<file path="config.mk">
export PLATFORM = sky130hd
export DESIGN_NAME = stepper_pulse_generator_soft_limits_top
export DESIGN_NICKNAME = d
export VERILOG_FILES = /design/src/rtl/spg_pkg.sv /design/src/rtl/spg_core.sv /design/src/rtl/stepper_pulse_generator_soft_limits_top.sv
export VERILOG_INCLUDE_DIRS = /design/src /design/src/rtl
export SDC_FILE = /design/constraint.sdc
export NUM_CORES = 1
export LEC_CHECK = 0
export ABC_AREA = 1
export ABC_CLOCK_PERIOD_IN_PS = 22000
export BUFFER_PORTS_ARGS = -buffer_cell sky130_fd_sc_hd__clkbuf_2
export CAP_MARGIN = 20
export CELL_PAD_IN_SITES_DETAIL_PLACEMENT = 1
export CELL_PAD_IN_SITES_GLOBAL_PLACEMENT = 1
export CORE_UTILIZATION = 30
export CTS_CLUSTER_DIAMETER = 100
export DETAILED_ROUTE_END_ITERATION = 8
export GPL_TIMING_DRIVEN = 0
export HOLD_SLACK_MARGIN = 0.12
export PLACE_DENSITY = 0.59
export SYNTH_ARGS = -nofsm -noshare
export SYNTH_HDL_FRONTEND = slang
export SYNTH_HIERARCHICAL = 1
export SYNTH_SLANG_ARGS = --single-unit
</file>
<file path="constraint.sdc">
create_clock -name clk_i -period 22 [get_ports clk_i]
set_input_delay 5.5 -clock clk_i [delete_from_list [all_inputs] [get_ports clk_i]]
set_output_delay 5.5 -clock clk_i [all_outputs]
set_load 0.05 [all_outputs]
</file>
<file path="src/rtl/assert_macros.svh">
// ----------------------------------------------------------------------------
// assert_macros.svh
// clocked assertion helpers shared by the rtl
// ----------------------------------------------------------------------------
`ifndef ASSERT_MACROS_SVH
`define ASSERT_MACROS_SVH

// assertion on clk_i, off while rst_ni is low
`define SPG_ASSERT(label, prop, msg) \
  label: assert property (@(posedge clk_i) disable iff (!rst_ni) (prop)) else $error(msg);

// assertion on clk_i that is also checked during reset
`define SPG_ASSERT_ALWAYS(label, prop, msg) \
  label: assert property (@(posedge clk_i) (prop)) else $error(msg);

`endif

</file>
<file path="src/rtl/spg_pkg.sv">
// ----------------------------------------------------------------------------
// spg_pkg
// types and constants of the step/direction pulse generator
// ----------------------------------------------------------------------------
package spg_pkg;

  localparam int unsigned PosBits = 32;
  localparam int unsigned TmrBits = 16;
  localparam int unsigned AngBits = 16;
  localparam int unsigned CfgIdxBits = 2;
  localparam int unsigned CfgDataBits = 32;

  typedef enum logic [2:0] {
    OP_TICK     = 3'd0,
    OP_MOVE_BY  = 3'd1,
    OP_MOVE_TO  = 3'd2,
    OP_PULSE    = 3'd3,
    OP_SET_ZERO = 3'd4
  } op_e;

  typedef enum logic [CfgIdxBits-1:0] {
    CFG_LIMITS_EN  = 2'd0,
    CFG_MIN_LIMIT  = 2'd1,
    CFG_MAX_LIMIT  = 2'd2,
    CFG_STEP_ANGLE = 2'd3
  } cfg_idx_e;

  localparam logic [PosBits-1:0] MinLimitRst  = 32'h8000_0000;
  localparam logic [PosBits-1:0] MaxLimitRst  = 32'h7FFF_FFFF;
  localparam logic [AngBits-1:0] StepAngleRst = 16'd461;

  typedef struct packed {
    logic               limits_en;
    logic [PosBits-1:0] min_limit;
    logic [PosBits-1:0] max_limit;
    logic [AngBits-1:0] step_angle;
  } cfg_t;

  typedef struct packed {
    logic [2:0]         operation;
    logic [PosBits-1:0] amount;
    logic [TmrBits-1:0] half_period;
    logic               direction;
  } item_t;

  typedef struct packed {
    logic               step_level;
    logic               dir_level;
    logic [PosBits-1:0] position;
    logic               busy_res;
    logic               rejected;
  } result_t;

endpackage

</file>
<file path="src/rtl/spg_core.sv">
// ----------------------------------------------------------------------------
// spg_core
// motion state registers and the per-item next-state logic
// ----------------------------------------------------------------------------
module spg_core (
  input  logic             clk_i,
  input  logic             rst_ni,
  input  logic             en_i,
  input  spg_pkg::item_t   item_i,
  input  spg_pkg::cfg_t    cfg_i,
  output spg_pkg::result_t res_o
);

  logic [spg_pkg::PosBits-1:0] pos_q, pos_d;
  logic [spg_pkg::PosBits-1:0] rem_q, rem_d;
  logic [spg_pkg::TmrBits-1:0] tmr_q, tmr_d;
  logic [spg_pkg::TmrBits-1:0] hold_q, hold_d;
  logic step_q, step_d;
  logic dir_q, dir_d;
  logic active_q, active_d;
  logic track_q, track_d;

  logic                        rej;
  logic [2:0]                  op;
  logic signed [33:0]          pos_x, lo_x, hi_x, amt_x, sa_x;
  logic signed [33:0]          t_x, d_x, mv_a, a_x;
  logic signed [35:0]          tgt_x;
  logic                        mt_dir, mv_dir, mv_go;
  logic [spg_pkg::TmrBits-1:0] tmr_dec;
  logic [spg_pkg::PosBits-1:0] sa_w, rem_sub;

  always_comb begin
    pos_x = $signed({{2{pos_q[31]}}, pos_q});
    lo_x  = $signed({{2{cfg_i.min_limit[31]}}, cfg_i.min_limit});
    hi_x  = $signed({{2{cfg_i.max_limit[31]}}, cfg_i.max_limit});
    amt_x = $signed({{2{item_i.amount[31]}}, item_i.amount});
    sa_x  = $signed({18'b0, cfg_i.step_angle});
    sa_w  = {16'b0, cfg_i.step_angle};

    // absolute target, clamped to the limits, turned into a distance
    t_x    = amt_x;
    mt_dir = item_i.direction;
    if (cfg_i.limits_en) begin
      if (t_x > hi_x) begin
        t_x    = hi_x;
        mt_dir = 1'b1;
      end else if (t_x < lo_x) begin
        t_x    = lo_x;
        mt_dir = 1'b0;
      end
    end
    d_x = t_x - pos_x;
    if (d_x < 0) begin
      d_x = -d_x;
    end

    if (item_i.operation == 3'(spg_pkg::OP_MOVE_TO)) begin
      mv_a   = d_x;
      mv_dir = mt_dir;
    end else begin
      mv_a   = amt_x;
      mv_dir = item_i.direction;
    end

    // relative clamp, applied once
    a_x   = mv_a;
    tgt_x = mv_dir ? 36'(pos_x) + 36'(mv_a) : 36'(pos_x) - 36'(mv_a);
    if (cfg_i.limits_en) begin
      if (tgt_x > 36'(hi_x)) begin
        a_x = hi_x - pos_x;
      end else if (tgt_x < 36'(lo_x)) begin
        a_x = pos_x - lo_x;
      end
    end
    mv_go = (mv_a > 0) && (a_x > 0) && (cfg_i.step_angle != '0) && (a_x >= sa_x);

    tmr_dec = (tmr_q != '0) ? tmr_q - 1'b1 : '0;
    rem_sub = (rem_q >= sa_w) ? rem_q - sa_w : '0;

    pos_d    = pos_q;
    rem_d    = rem_q;
    tmr_d    = tmr_q;
    hold_d   = hold_q;
    step_d   = step_q;
    dir_d    = dir_q;
    active_d = active_q;
    track_d  = track_q;

    rej = active_q && (item_i.operation >= 3'(spg_pkg::OP_MOVE_BY))
          && (item_i.operation <= 3'(spg_pkg::OP_SET_ZERO));
    op  = rej ? 3'(spg_pkg::OP_TICK) : item_i.operation;

    case (op)
      spg_pkg::OP_MOVE_BY, spg_pkg::OP_MOVE_TO: begin
        dir_d = mv_dir;
        if (mv_go) begin
          rem_d    = a_x[31:0];
          track_d  = 1'b1;
          step_d   = 1'b1;
          tmr_d    = item_i.half_period;
          hold_d   = item_i.half_period;
          active_d = 1'b1;
        end
      end
      spg_pkg::OP_PULSE: begin
        dir_d    = item_i.direction;
        track_d  = 1'b0;
        rem_d    = '0;
        step_d   = 1'b1;
        tmr_d    = item_i.half_period >> 1;
        hold_d   = item_i.half_period >> 1;
        active_d = 1'b1;
      end
      spg_pkg::OP_SET_ZERO: begin
        pos_d = '0;
      end
      default: begin
        if (active_q) begin
          tmr_d = tmr_dec;
          if (tmr_dec == '0) begin
            if (step_q) begin
              // high half done, start the low half
              step_d = 1'b0;
              tmr_d  = hold_q;
            end else if (track_q) begin
              pos_d = dir_q ? pos_q + sa_w : pos_q - sa_w;
              rem_d = rem_sub;
              if ((cfg_i.step_angle != '0) && (rem_sub >= sa_w)) begin
                step_d = 1'b1;
                tmr_d  = hold_q;
              end else begin
                active_d = 1'b0;
              end
            end else begin
              active_d = 1'b0;
            end
          end
        end
      end
    endcase

    res_o.step_level = step_d;
    res_o.dir_level  = dir_d;
    res_o.position   = pos_d;
    res_o.busy_res   = active_d;
    res_o.rejected   = rej;
  end

  always_ff @(posedge clk_i or negedge rst_ni) begin
    if (!rst_ni) begin
      pos_q    <= '0;
      rem_q    <= '0;
      tmr_q    <= '0;
      hold_q   <= '0;
      step_q   <= 1'b0;
      dir_q    <= 1'b0;
      active_q <= 1'b0;
      track_q  <= 1'b0;
    end else if (en_i) begin
      pos_q    <= pos_d;
      rem_q    <= rem_d;
      tmr_q    <= tmr_d;
      hold_q   <= hold_d;
      step_q   <= step_d;
      dir_q    <= dir_d;
      active_q <= active_d;
      track_q  <= track_d;
    end
  end

endmodule

</file>
<file path="src/rtl/stepper_pulse_generator_soft_limits_top.sv">
// ----------------------------------------------------------------------------
// stepper_pulse_generator_soft_limits_top
// step/direction pulse generator with tracked position and soft limits
// ----------------------------------------------------------------------------
// Each input item is one timer tick, optionally carrying a command (move by,
// move to, single pulse, set zero). Every item yields exactly one result
// item with the pin levels, position, busy flag and a rejected flag.
// Input channel: in_valid_i / in_stall_o, item taken when valid and not
// stall. Output channel: out_valid_o / out_stall_i, result taken likewise.
// The item is registered in the input register; then the motion state is
// updated and the result registered. Throughput is one item per cycle while
// the receiver does not stall; the state update is a single pass of adds
// and compares through the core logic.
// If the receiver stalls, the result register holds its item and one more
// item waits in the input register; only then does in_stall_o rise.
// Reset clears all motion state (position zero, pins low, idle) and loads
// the default configuration. Configuration is written through cfg_we_i,
// cfg_index_i and cfg_data_i; the user must write it only while the block is idle, which the block does not enforce.
// ----------------------------------------------------------------------------
`include "assert_macros.svh"

module stepper_pulse_generator_soft_limits_top (
  input  logic        clk_i,
  input  logic        rst_ni,
  input  logic        cfg_we_i,
  input  logic [1:0]  cfg_index_i,
  input  logic [31:0] cfg_data_i,
  input  logic        in_valid_i,
  output logic        in_stall_o,
  input  logic [2:0]  operation_i,
  input  logic [31:0] amount_i,
  input  logic [15:0] half_period_i,
  input  logic        direction_i,
  output logic        out_valid_o,
  input  logic        out_stall_i,
  output logic        step_level_o,
  output logic        dir_level_o,
  output logic [31:0] position_o,
  output logic        busy_res_o,
  output logic        rejected_o
);

  spg_pkg::cfg_t    cfg_q;
  spg_pkg::item_t   item_q;
  spg_pkg::result_t res_q, res_d;
  logic             in_vld_q;
  logic             out_vld_q;
  logic             adv;
  logic             in_acc;

  // config registers
  always_ff @(posedge clk_i or negedge rst_ni) begin
    if (!rst_ni) begin
      cfg_q.limits_en  <= 1'b0;
      cfg_q.min_limit  <= spg_pkg::MinLimitRst;
      cfg_q.max_limit  <= spg_pkg::MaxLimitRst;
      cfg_q.step_angle <= spg_pkg::StepAngleRst;
    end else if (cfg_we_i) begin
      unique case (spg_pkg::cfg_idx_e'(cfg_index_i))
        spg_pkg::CFG_LIMITS_EN:  cfg_q.limits_en  <= cfg_data_i[0];
        spg_pkg::CFG_MIN_LIMIT:  cfg_q.min_limit  <= cfg_data_i;
        spg_pkg::CFG_MAX_LIMIT:  cfg_q.max_limit  <= cfg_data_i;
        spg_pkg::CFG_STEP_ANGLE: cfg_q.step_angle <= cfg_data_i[15:0];
        default: ;
      endcase
    end
  end

  // item moves into the core when the result register is free
  assign adv        = in_vld_q && (!out_vld_q || !out_stall_i);
  assign in_stall_o = in_vld_q && out_vld_q && out_stall_i;
  assign in_acc     = in_valid_i && !in_stall_o;

  always_ff @(posedge clk_i or negedge rst_ni) begin
    if (!rst_ni) begin
      in_vld_q  <= 1'b0;
      out_vld_q <= 1'b0;
    end else begin
      if (in_acc) begin
        in_vld_q <= 1'b1;
      end else if (adv) begin
        in_vld_q <= 1'b0;
      end
      if (adv) begin
        out_vld_q <= 1'b1;
      end else if (!out_stall_i) begin
        out_vld_q <= 1'b0;
      end
    end
  end

  always_ff @(posedge clk_i) begin
    if (in_acc) begin
      item_q.operation   <= operation_i;
      item_q.amount      <= amount_i;
      item_q.half_period <= half_period_i;
      item_q.direction   <= direction_i;
    end
    if (adv) begin
      res_q <= res_d;
    end
  end

  spg_core u_core (
    .clk_i  (clk_i),
    .rst_ni (rst_ni),
    .en_i   (adv),
    .item_i (item_q),
    .cfg_i  (cfg_q),
    .res_o  (res_d)
  );

  assign out_valid_o  = out_vld_q;
  assign step_level_o = res_q.step_level;
  assign dir_level_o  = res_q.dir_level;
  assign position_o   = res_q.position;
  assign busy_res_o   = res_q.busy_res;
  assign rejected_o   = res_q.rejected;

  `SPG_ASSERT(a_idle_pin_low, out_valid_o && !busy_res_o |-> !step_level_o, "step pin high while idle")
  `SPG_ASSERT_ALWAYS(a_stall_only_full, in_stall_o |-> out_valid_o && out_stall_i, "input stalled with free result slot")
  `SPG_ASSERT(a_accept_holds, in_acc |=> in_vld_q, "accepted item lost")

endmodule

</file>
Yosys cells after proc, flatten, opt, wreduce, memory -nomap -nowiden

Cells that the tools add are included.

Flip-flop bits (word level): 271
Latch bits: 0
Memory bits (writable): 0
Bits in read-only memories: 0
Input port bits: 91
Output and inout bits: 38
Logic and storage cells: 144
Memories kept: 0

$add $sub $neg: 10
Multipliers: 0
Div/mod/pow operators: 0
Magnitude comparators: 12
Eq/ne operators: 11
Shift-type cells: 0
Muxes and demuxes: 55
Bitwise gates (word level): 1
Reductions and logical operators: 32

Operators by type and width:

| operator              | number |
|---|---|
| $mux W32              | 11 |
| $mux W34              | 8 |
| $mux W16              | 7 |
| $pmux W32 S3          | 1 |
| $gt A34 B1 Y1 const B | 2 |
| $sub A32 B32 Y33      | 2 |
| $ge A32 B16 Y1        | 2 |
| $pmux W32 S2          | 1 |
| $sub A32 B16 Y32      | 2 |
| $pmux W16 S3          | 1 |
| $gt A36 B32 Y1        | 1 |
| $lt A36 B32 Y1        | 1 |
| $mux W36              | 1 |
| $add A32 B34 Y35      | 1 |
| $sub A32 B34 Y35      | 1 |
| $ge A34 B17 Y1        | 1 |
| $lt A34 B1 Y1 const B | 1 |
| $neg A34 Y34          | 1 |
| $sub A34 B32 Y34      | 1 |
| $add A32 B16 Y32      | 1 |
| $gt A32 B32 Y1        | 1 |
| $lt A32 B32 Y1        | 1 |
| $pmux W16 S2          | 1 |
| $reduce_bool A16 Y1   | 2 |
| 28 further kinds      | 69 |

Longest topological paths before layout

Depth after elaboration: 20
Gate-level depth with buffers: 99
Depth with buffers taken out: 95

Hierarchy

The synthesis kept the hierarchy.

Modules (own cells, without submodules):

| module                                  | times used | cells each | area each (µm²) | sequential area each (µm²) |
|---|---|---|---|---|
| spg_core                                | 1          | 4255       | 24880.1         | 2502.4 |
| stepper_pulse_generator_soft_limits_top | 1          | 466        | 6114.6          | 4767.1 |

Worst setup path before layout

No wires, ideal clock.

Path type: input port to output port
From: in out_stall_i
To: out in_stall_o
Data arrival time: 6.021 ns
Data required time: 16.500 ns
Slack: 10.479 ns
Cell stages on the path: 4
Path buffers: 0
Path through: nand2_1 > inv_1 > nand2_1 > inv_1

Longest elaborated chain between the ends: 1

RTL lines:

| what                | line                                          | source |
|---|---|---|
| start, declared     | stepper_pulse_generator_soft_limits_top.sv:35 | `input logic out_stall_i,` |
| $logic_and A1 B1 Y1 | stepper_pulse_generator_soft_limits_top.sv:71 | `assign in_stall_o = in_vld_q && out_vld_q && out_stall_i;` |
| end, declared       | stepper_pulse_generator_soft_limits_top.sv:29 | `output logic in_stall_o,` |

Every way passes these cells.

Worst setup path after layout

From: reg cfg_q[31] (netlist name)
To: reg u_core/tmr_q[11] (netlist name)

Longest elaborated chain between the ends: 19
Elaborated cells between the ends (all ways): 28
Those cells by class: add/sub (5); order compare (7); eq/ne (1); mux (11); reduce/logical (4)

RTL lines:

| what                                                        | line                                          | source |
|---|---|---|
| start, declared                                             | stepper_pulse_generator_soft_limits_top.sv:43 | `spg_pkg::cfg_t cfg_q;` |
| $gt A32 B32 Y1                                              | spg_core.sv:44                                | `if (t_x > hi_x) begin` |
| $mux W34                                                    | spg_core.sv:44                                |  |
| $mux W34                                                    | spg_core.sv:43                                | `if (cfg_i.limits_en) begin` |
| $sub A34 B32 Y34                                            | spg_core.sv:52                                | `d_x = t_x - pos_x;` |
| $neg A34 Y34 / $lt A34 B1 Y1 (equally long branches)        | spg_core.sv:54, spg_core.sv:53                |  |
| $mux W34                                                    | spg_core.sv:53                                | `if (d_x < 0) begin` |
| $mux W34                                                    | spg_core.sv:57                                | `if (item_i.operation == 3'(spg_pkg::OP_MOVE_TO)) begin` |
| $sub A32 B34 Y35 / $add A32 B34 Y35 (equally long branches) | spg_core.sv:67                                | `tgt_x = mv_dir ? 36'(pos_x) + 36'(mv_a) : 36'(pos_x) - 36'(mv_a);` |
| (+2 left out)                                               | n/a                                           |  |
| $mux W34                                                    | spg_core.sv:71                                | `end else if (tgt_x < 36'(lo_x)) begin` |
| $mux W34                                                    | spg_core.sv:69                                | `if (tgt_x > 36'(hi_x)) begin` |
| $mux W34                                                    | spg_core.sv:68                                | `if (cfg_i.limits_en) begin` |
| $gt A34 B1 Y1                                               | spg_core.sv:75                                | `mv_go = (mv_a > 0) && (a_x > 0) && (cfg_i.step_angle != '0) && (a_x >= sa_x);` |
| $logic_and A1 B1 Y1 (2 in a row)                            | spg_core.sv:75                                |  |
| $logic_and A1 B1 Y1 *                                       | spg_core.sv:75                                |  |
| $ne A2 B1 Y1 (no source line) *                             | n/a                                           |  |
| $reduce_and A4 Y1 (no source line) *                        | n/a                                           |  |
| end signal, assigned                                        | spg_core.sv:162                               | `tmr_q <= tmr_d;` |
| end, declared                                               | spg_core.sv:16                                | `logic [spg_pkg::TmrBits-1:0] tmr_q, tmr_d;` |

Mark *: on every way between the ends. The rest lies on a longest branch, timed or not.
A chain may end at the register's enable or synchronous reset.

==> reports/results.tsv <==
metric	value	unit
outcome	completed	
# DRC	0	
final setup vio count	0	
Slowest cell on crit path	nor3_1	
Max Fanout on Critical Path	10	
Routed Antenna Nets	0	
Synth Register Bits	271	
max-cap violations	0	
worst hold path depth	2	
Max Clock Freq	56.6	MHz
Final Skew	35.9	ps
Fin. Hold Viols	0	
vias per cell	5.25	
RD Place Congestion	0.934	
pwr/cell area	109	nW/um^2
cell row count	117	
hold_ws	467	ps
die height	323	um
Worst-Margin Slew	1050	ps
total die area	105000	um^2
CTS Buf Count	41	
Arrival @ worst endpoint	18170	ps
post-synthesis sequential area ratio	23.5	%
crit path to	u_core/tmr_q[11]	
setup TNS	0	ps
period utilisation layout	80.3	%
pin count of the biggest net entering global routing	80	
first-pass GRT wire length	214	mm
Critical Path Source Type	register	
HPWL after detailed placement	126	mm
Lkg Pwr	17.6	nW
reg-to-reg critical path startpoint	cfg_q[31]	
WL final	147	mm
nature of the critical path endpoint	register	
Setup CP Type	reg -> reg	
minimum clock period after layout	17670	ps
TritonCTS clock tree	done	
Worst path max stage delay	810	ps
worst reg2reg path depth	91	
Seq pwr share	19.4	%
RSZ-0062 raised after global routing	false	
clk sinks	271	
DR iter-0 viols	2400	
total global-route track usage	27.9	%
Unique masters post-synth	66	
synthesized instance count	4721	
clk buf depth	3	
global route total overflow	0	
post-CTS resize count	0	
Pins Over Slew Limit	0	
DRT Pass-1 Iters	6	
initial antenna violation count	5	
syn avg cell area	6.57	um^2
Ys Warns	6	
number of buffers added on ports	126	
commonest register cell after synthesis	dfrtp_1	
IO Pins	129	
Starting Density	30.4	%
postcts setup bufs	0	
die width	323	um
area grow syn2layout	12.4	%
layout cells sized above 1	8.87	%
Skew-Pair Late Insertion Delay	640	ps
core area	102000	um^2
Clock Pin Slew Worst Setup and Hold Paths	60	ps
Critical R2R Capture	u_core/tmr_q[11]	
DR vias	33000	
most frequent CP cell	nand2_1	
Sw Ratio	53.0	%
Critical Path Start	cfg_q[31]	
Worst Hold Class	reg -> reg	
Root Driver	clkbuf_16	
Layout Nets	5341	
Mapped Nets	5166	
fillcell total	13200	
number of flops mapped to enable cells by yosys	88	
CTS H-tree depth	2	
Logic pwr share	62.6	%
wire per inst	23.4	um
reg2reg setup slack	4330	ps
internal power	1.78	mW
reported net switching power	2.01	mW
hold_buf cts	0	
ys async rst share	67.5	%
Cell Area, Synth	31000	um^2
vias in the first global route	32300	
clock share of power	18.0	%
Relative slew margins	28.9	%
maximum VDD drop	0.0000590	V
WP data required	22500	ps
critical path, delay by kind of cell (launching register included):
family,cells,cell delay [ps]
buffers and inverters,18,3480
adders and majority gates,6,1830
and+or+nand+nor,44,6740
AOI/OAI and AO/OA,19,4180
DFF,1,570
xor gates and xnor gates,4,690
placed cells by master, fill, tap and decap left out, drive strengths merged, types with 19 or more instances in the layout:
cell type / Yosys / layout
nand3: 255 / 255
o21bai: 23 / 23
xnor2: 47 / 47
buf: 74 / 80
nand2: 1359 / 1359
nor3: 51 / 51
dfrtp: 145 / 145
nand4: 146 / 146
xor2: 112 / 112
clkinv: 4 / 19
o21ai: 345 / 345
nor2: 389 / 389
a21oi: 384 / 384
o22ai: 29 / 29
a21o: 20 / 20
edfxtp: 88 / 88
o211ai: 60 / 60
clkbuf: 62 / 242
inv: 613 / 615
ha: 348 / 348
dfstp: 38 / 38
state kept, by name, indices dropped and copies added, names as in the netlist, 16 cells and up:
signal and flops:
cfg_q 81, position_o 32, u_core/pos_q 32, u_core/tmr_q 16
u_core/hold_q 16, u_core/rem_q 32, item_q 52
layout make-up:
cell class              count  area [um^2]  share of cell area [%]
multi-input cells        3697        20700                    59.5
flip-flops and latches    271         7270                    20.9
inverters                 617         2320                    6.65
well taps                1368         1710                    4.91
clock buffers              54         1170                    3.35
repair buffers            132          744                    2.14
plain buffers             136          684                    1.96
clock inverters            20          206                   0.593
diodes                      1         2.50                 0.00718
cell families (layout without fill, tap and decap cells):
logic type                 Yosys count  in the layout  synth area share, %
AOI/OAI and AO/OA                  935            935                 16.8
xor gates and xnor gates           159            159                 4.49
adders and majority gates          354            354                 14.4
buffers and inverters              753            959                 9.68
DFF                                271            271                 23.5
muxes                                1              1               0.0323
other                                0              1                    0
and+or+nand+nor                   2248           2248                 31.1
how the worst min path moves through the flow:
stage                         start        end  slack, ps
after floorplan           cfg_q[49]  cfg_q[49]        440
after global placement    cfg_q[79]  cfg_q[79]        450
after detailed placement  cfg_q[64]  cfg_q[64]        460
after CTS                 cfg_q[79]  cfg_q[79]        470
after global routing      cfg_q[60]  cfg_q[60]        480
final                     cfg_q[79]  cfg_q[79]        470
per-stage QoR:
stage | util, % | cells | area [um^2] | power [mW] | worst slack (ps)
global route | 34.1 | 6295 | 34800 | 4.12 | 3330
finish | 34.1 | 6296 | 34800 | 3.79 | 4330
detailed placement | 32.8 | 6220 | 33500 | 3.08 | 4920
CTS | 34.1 | 6294 | 34800 | 3.79 | 4810
floorplan | - | 4721 | 31000 | 2.33 | 10480
global placement | 32.7 | 6215 | 33300 | 3.04 | 4970
per-layer routing:
metal  vias to the layer above  wire (um)  GRT usage (%)  share of wire, %
li1                      16100          -              -                 -
met1                     16100      71200           39.7                48
met2                       752      66100           45.1                45
met3                       127       6710           2.96               4.6
met4                         0       3200           6.23               2.2
met5                         -          0              0                 0
synthesized netlist by cell type, drive strengths merged (2+ instances only):
master | instances | share of area (%)
nand3 | 255 | 4.4
clkbuf | 62 | 0.75
fa | 6 | 0.39
nand2 | 1359 | 17
xor2 | 112 | 3.2
nor3 | 51 | 0.98
a22oi | 11 | 0.27
or2 | 16 | 0.32
dfstp | 38 | 3.2
o221ai | 3 | 0.085
o2111ai | 4 | 0.11
o21bai | 23 | 0.57
o21a | 10 | 0.24
and2 | 9 | 0.19
a221oi | 3 | 0.085
xnor2 | 47 | 1.3
nor3b | 2 | 0.048
inv | 613 | 7.4
o31ai | 6 | 0.15
a21oi | 384 | 6.2
o41ai | 2 | 0.057
o22ai | 29 | 0.59
a211oi | 5 | 0.12
a21boi | 8 | 0.19
a21o | 20 | 0.48
nand3b | 10 | 0.24
nand4 | 146 | 3.0
o211ai | 60 | 1.5
dfrtp | 145 | 12
nor4 | 10 | 0.20
ha | 348 | 14
nor2 | 389 | 4.9
edfxtp | 88 | 8.5
buf | 74 | 1.5
clkinv | 4 | 0.048
o21ai | 345 | 5.7
a31oi | 16 | 0.32
power groups by stage:
stage | logic (mW) | clock network (mW) | registers (mW)
after CTS | 2.35 | 0.702 | 0.736
final | 2.37 | 0.683 | 0.735
after detailed placement | 2.34 | 0 | 0.744
after global placement | 2.29 | 0 | 0.745
after floorplan | 1.61 | 0 | 0.724
after global routing | 2.65 | 0.719 | 0.748
(Power assumes the default switching activity.)
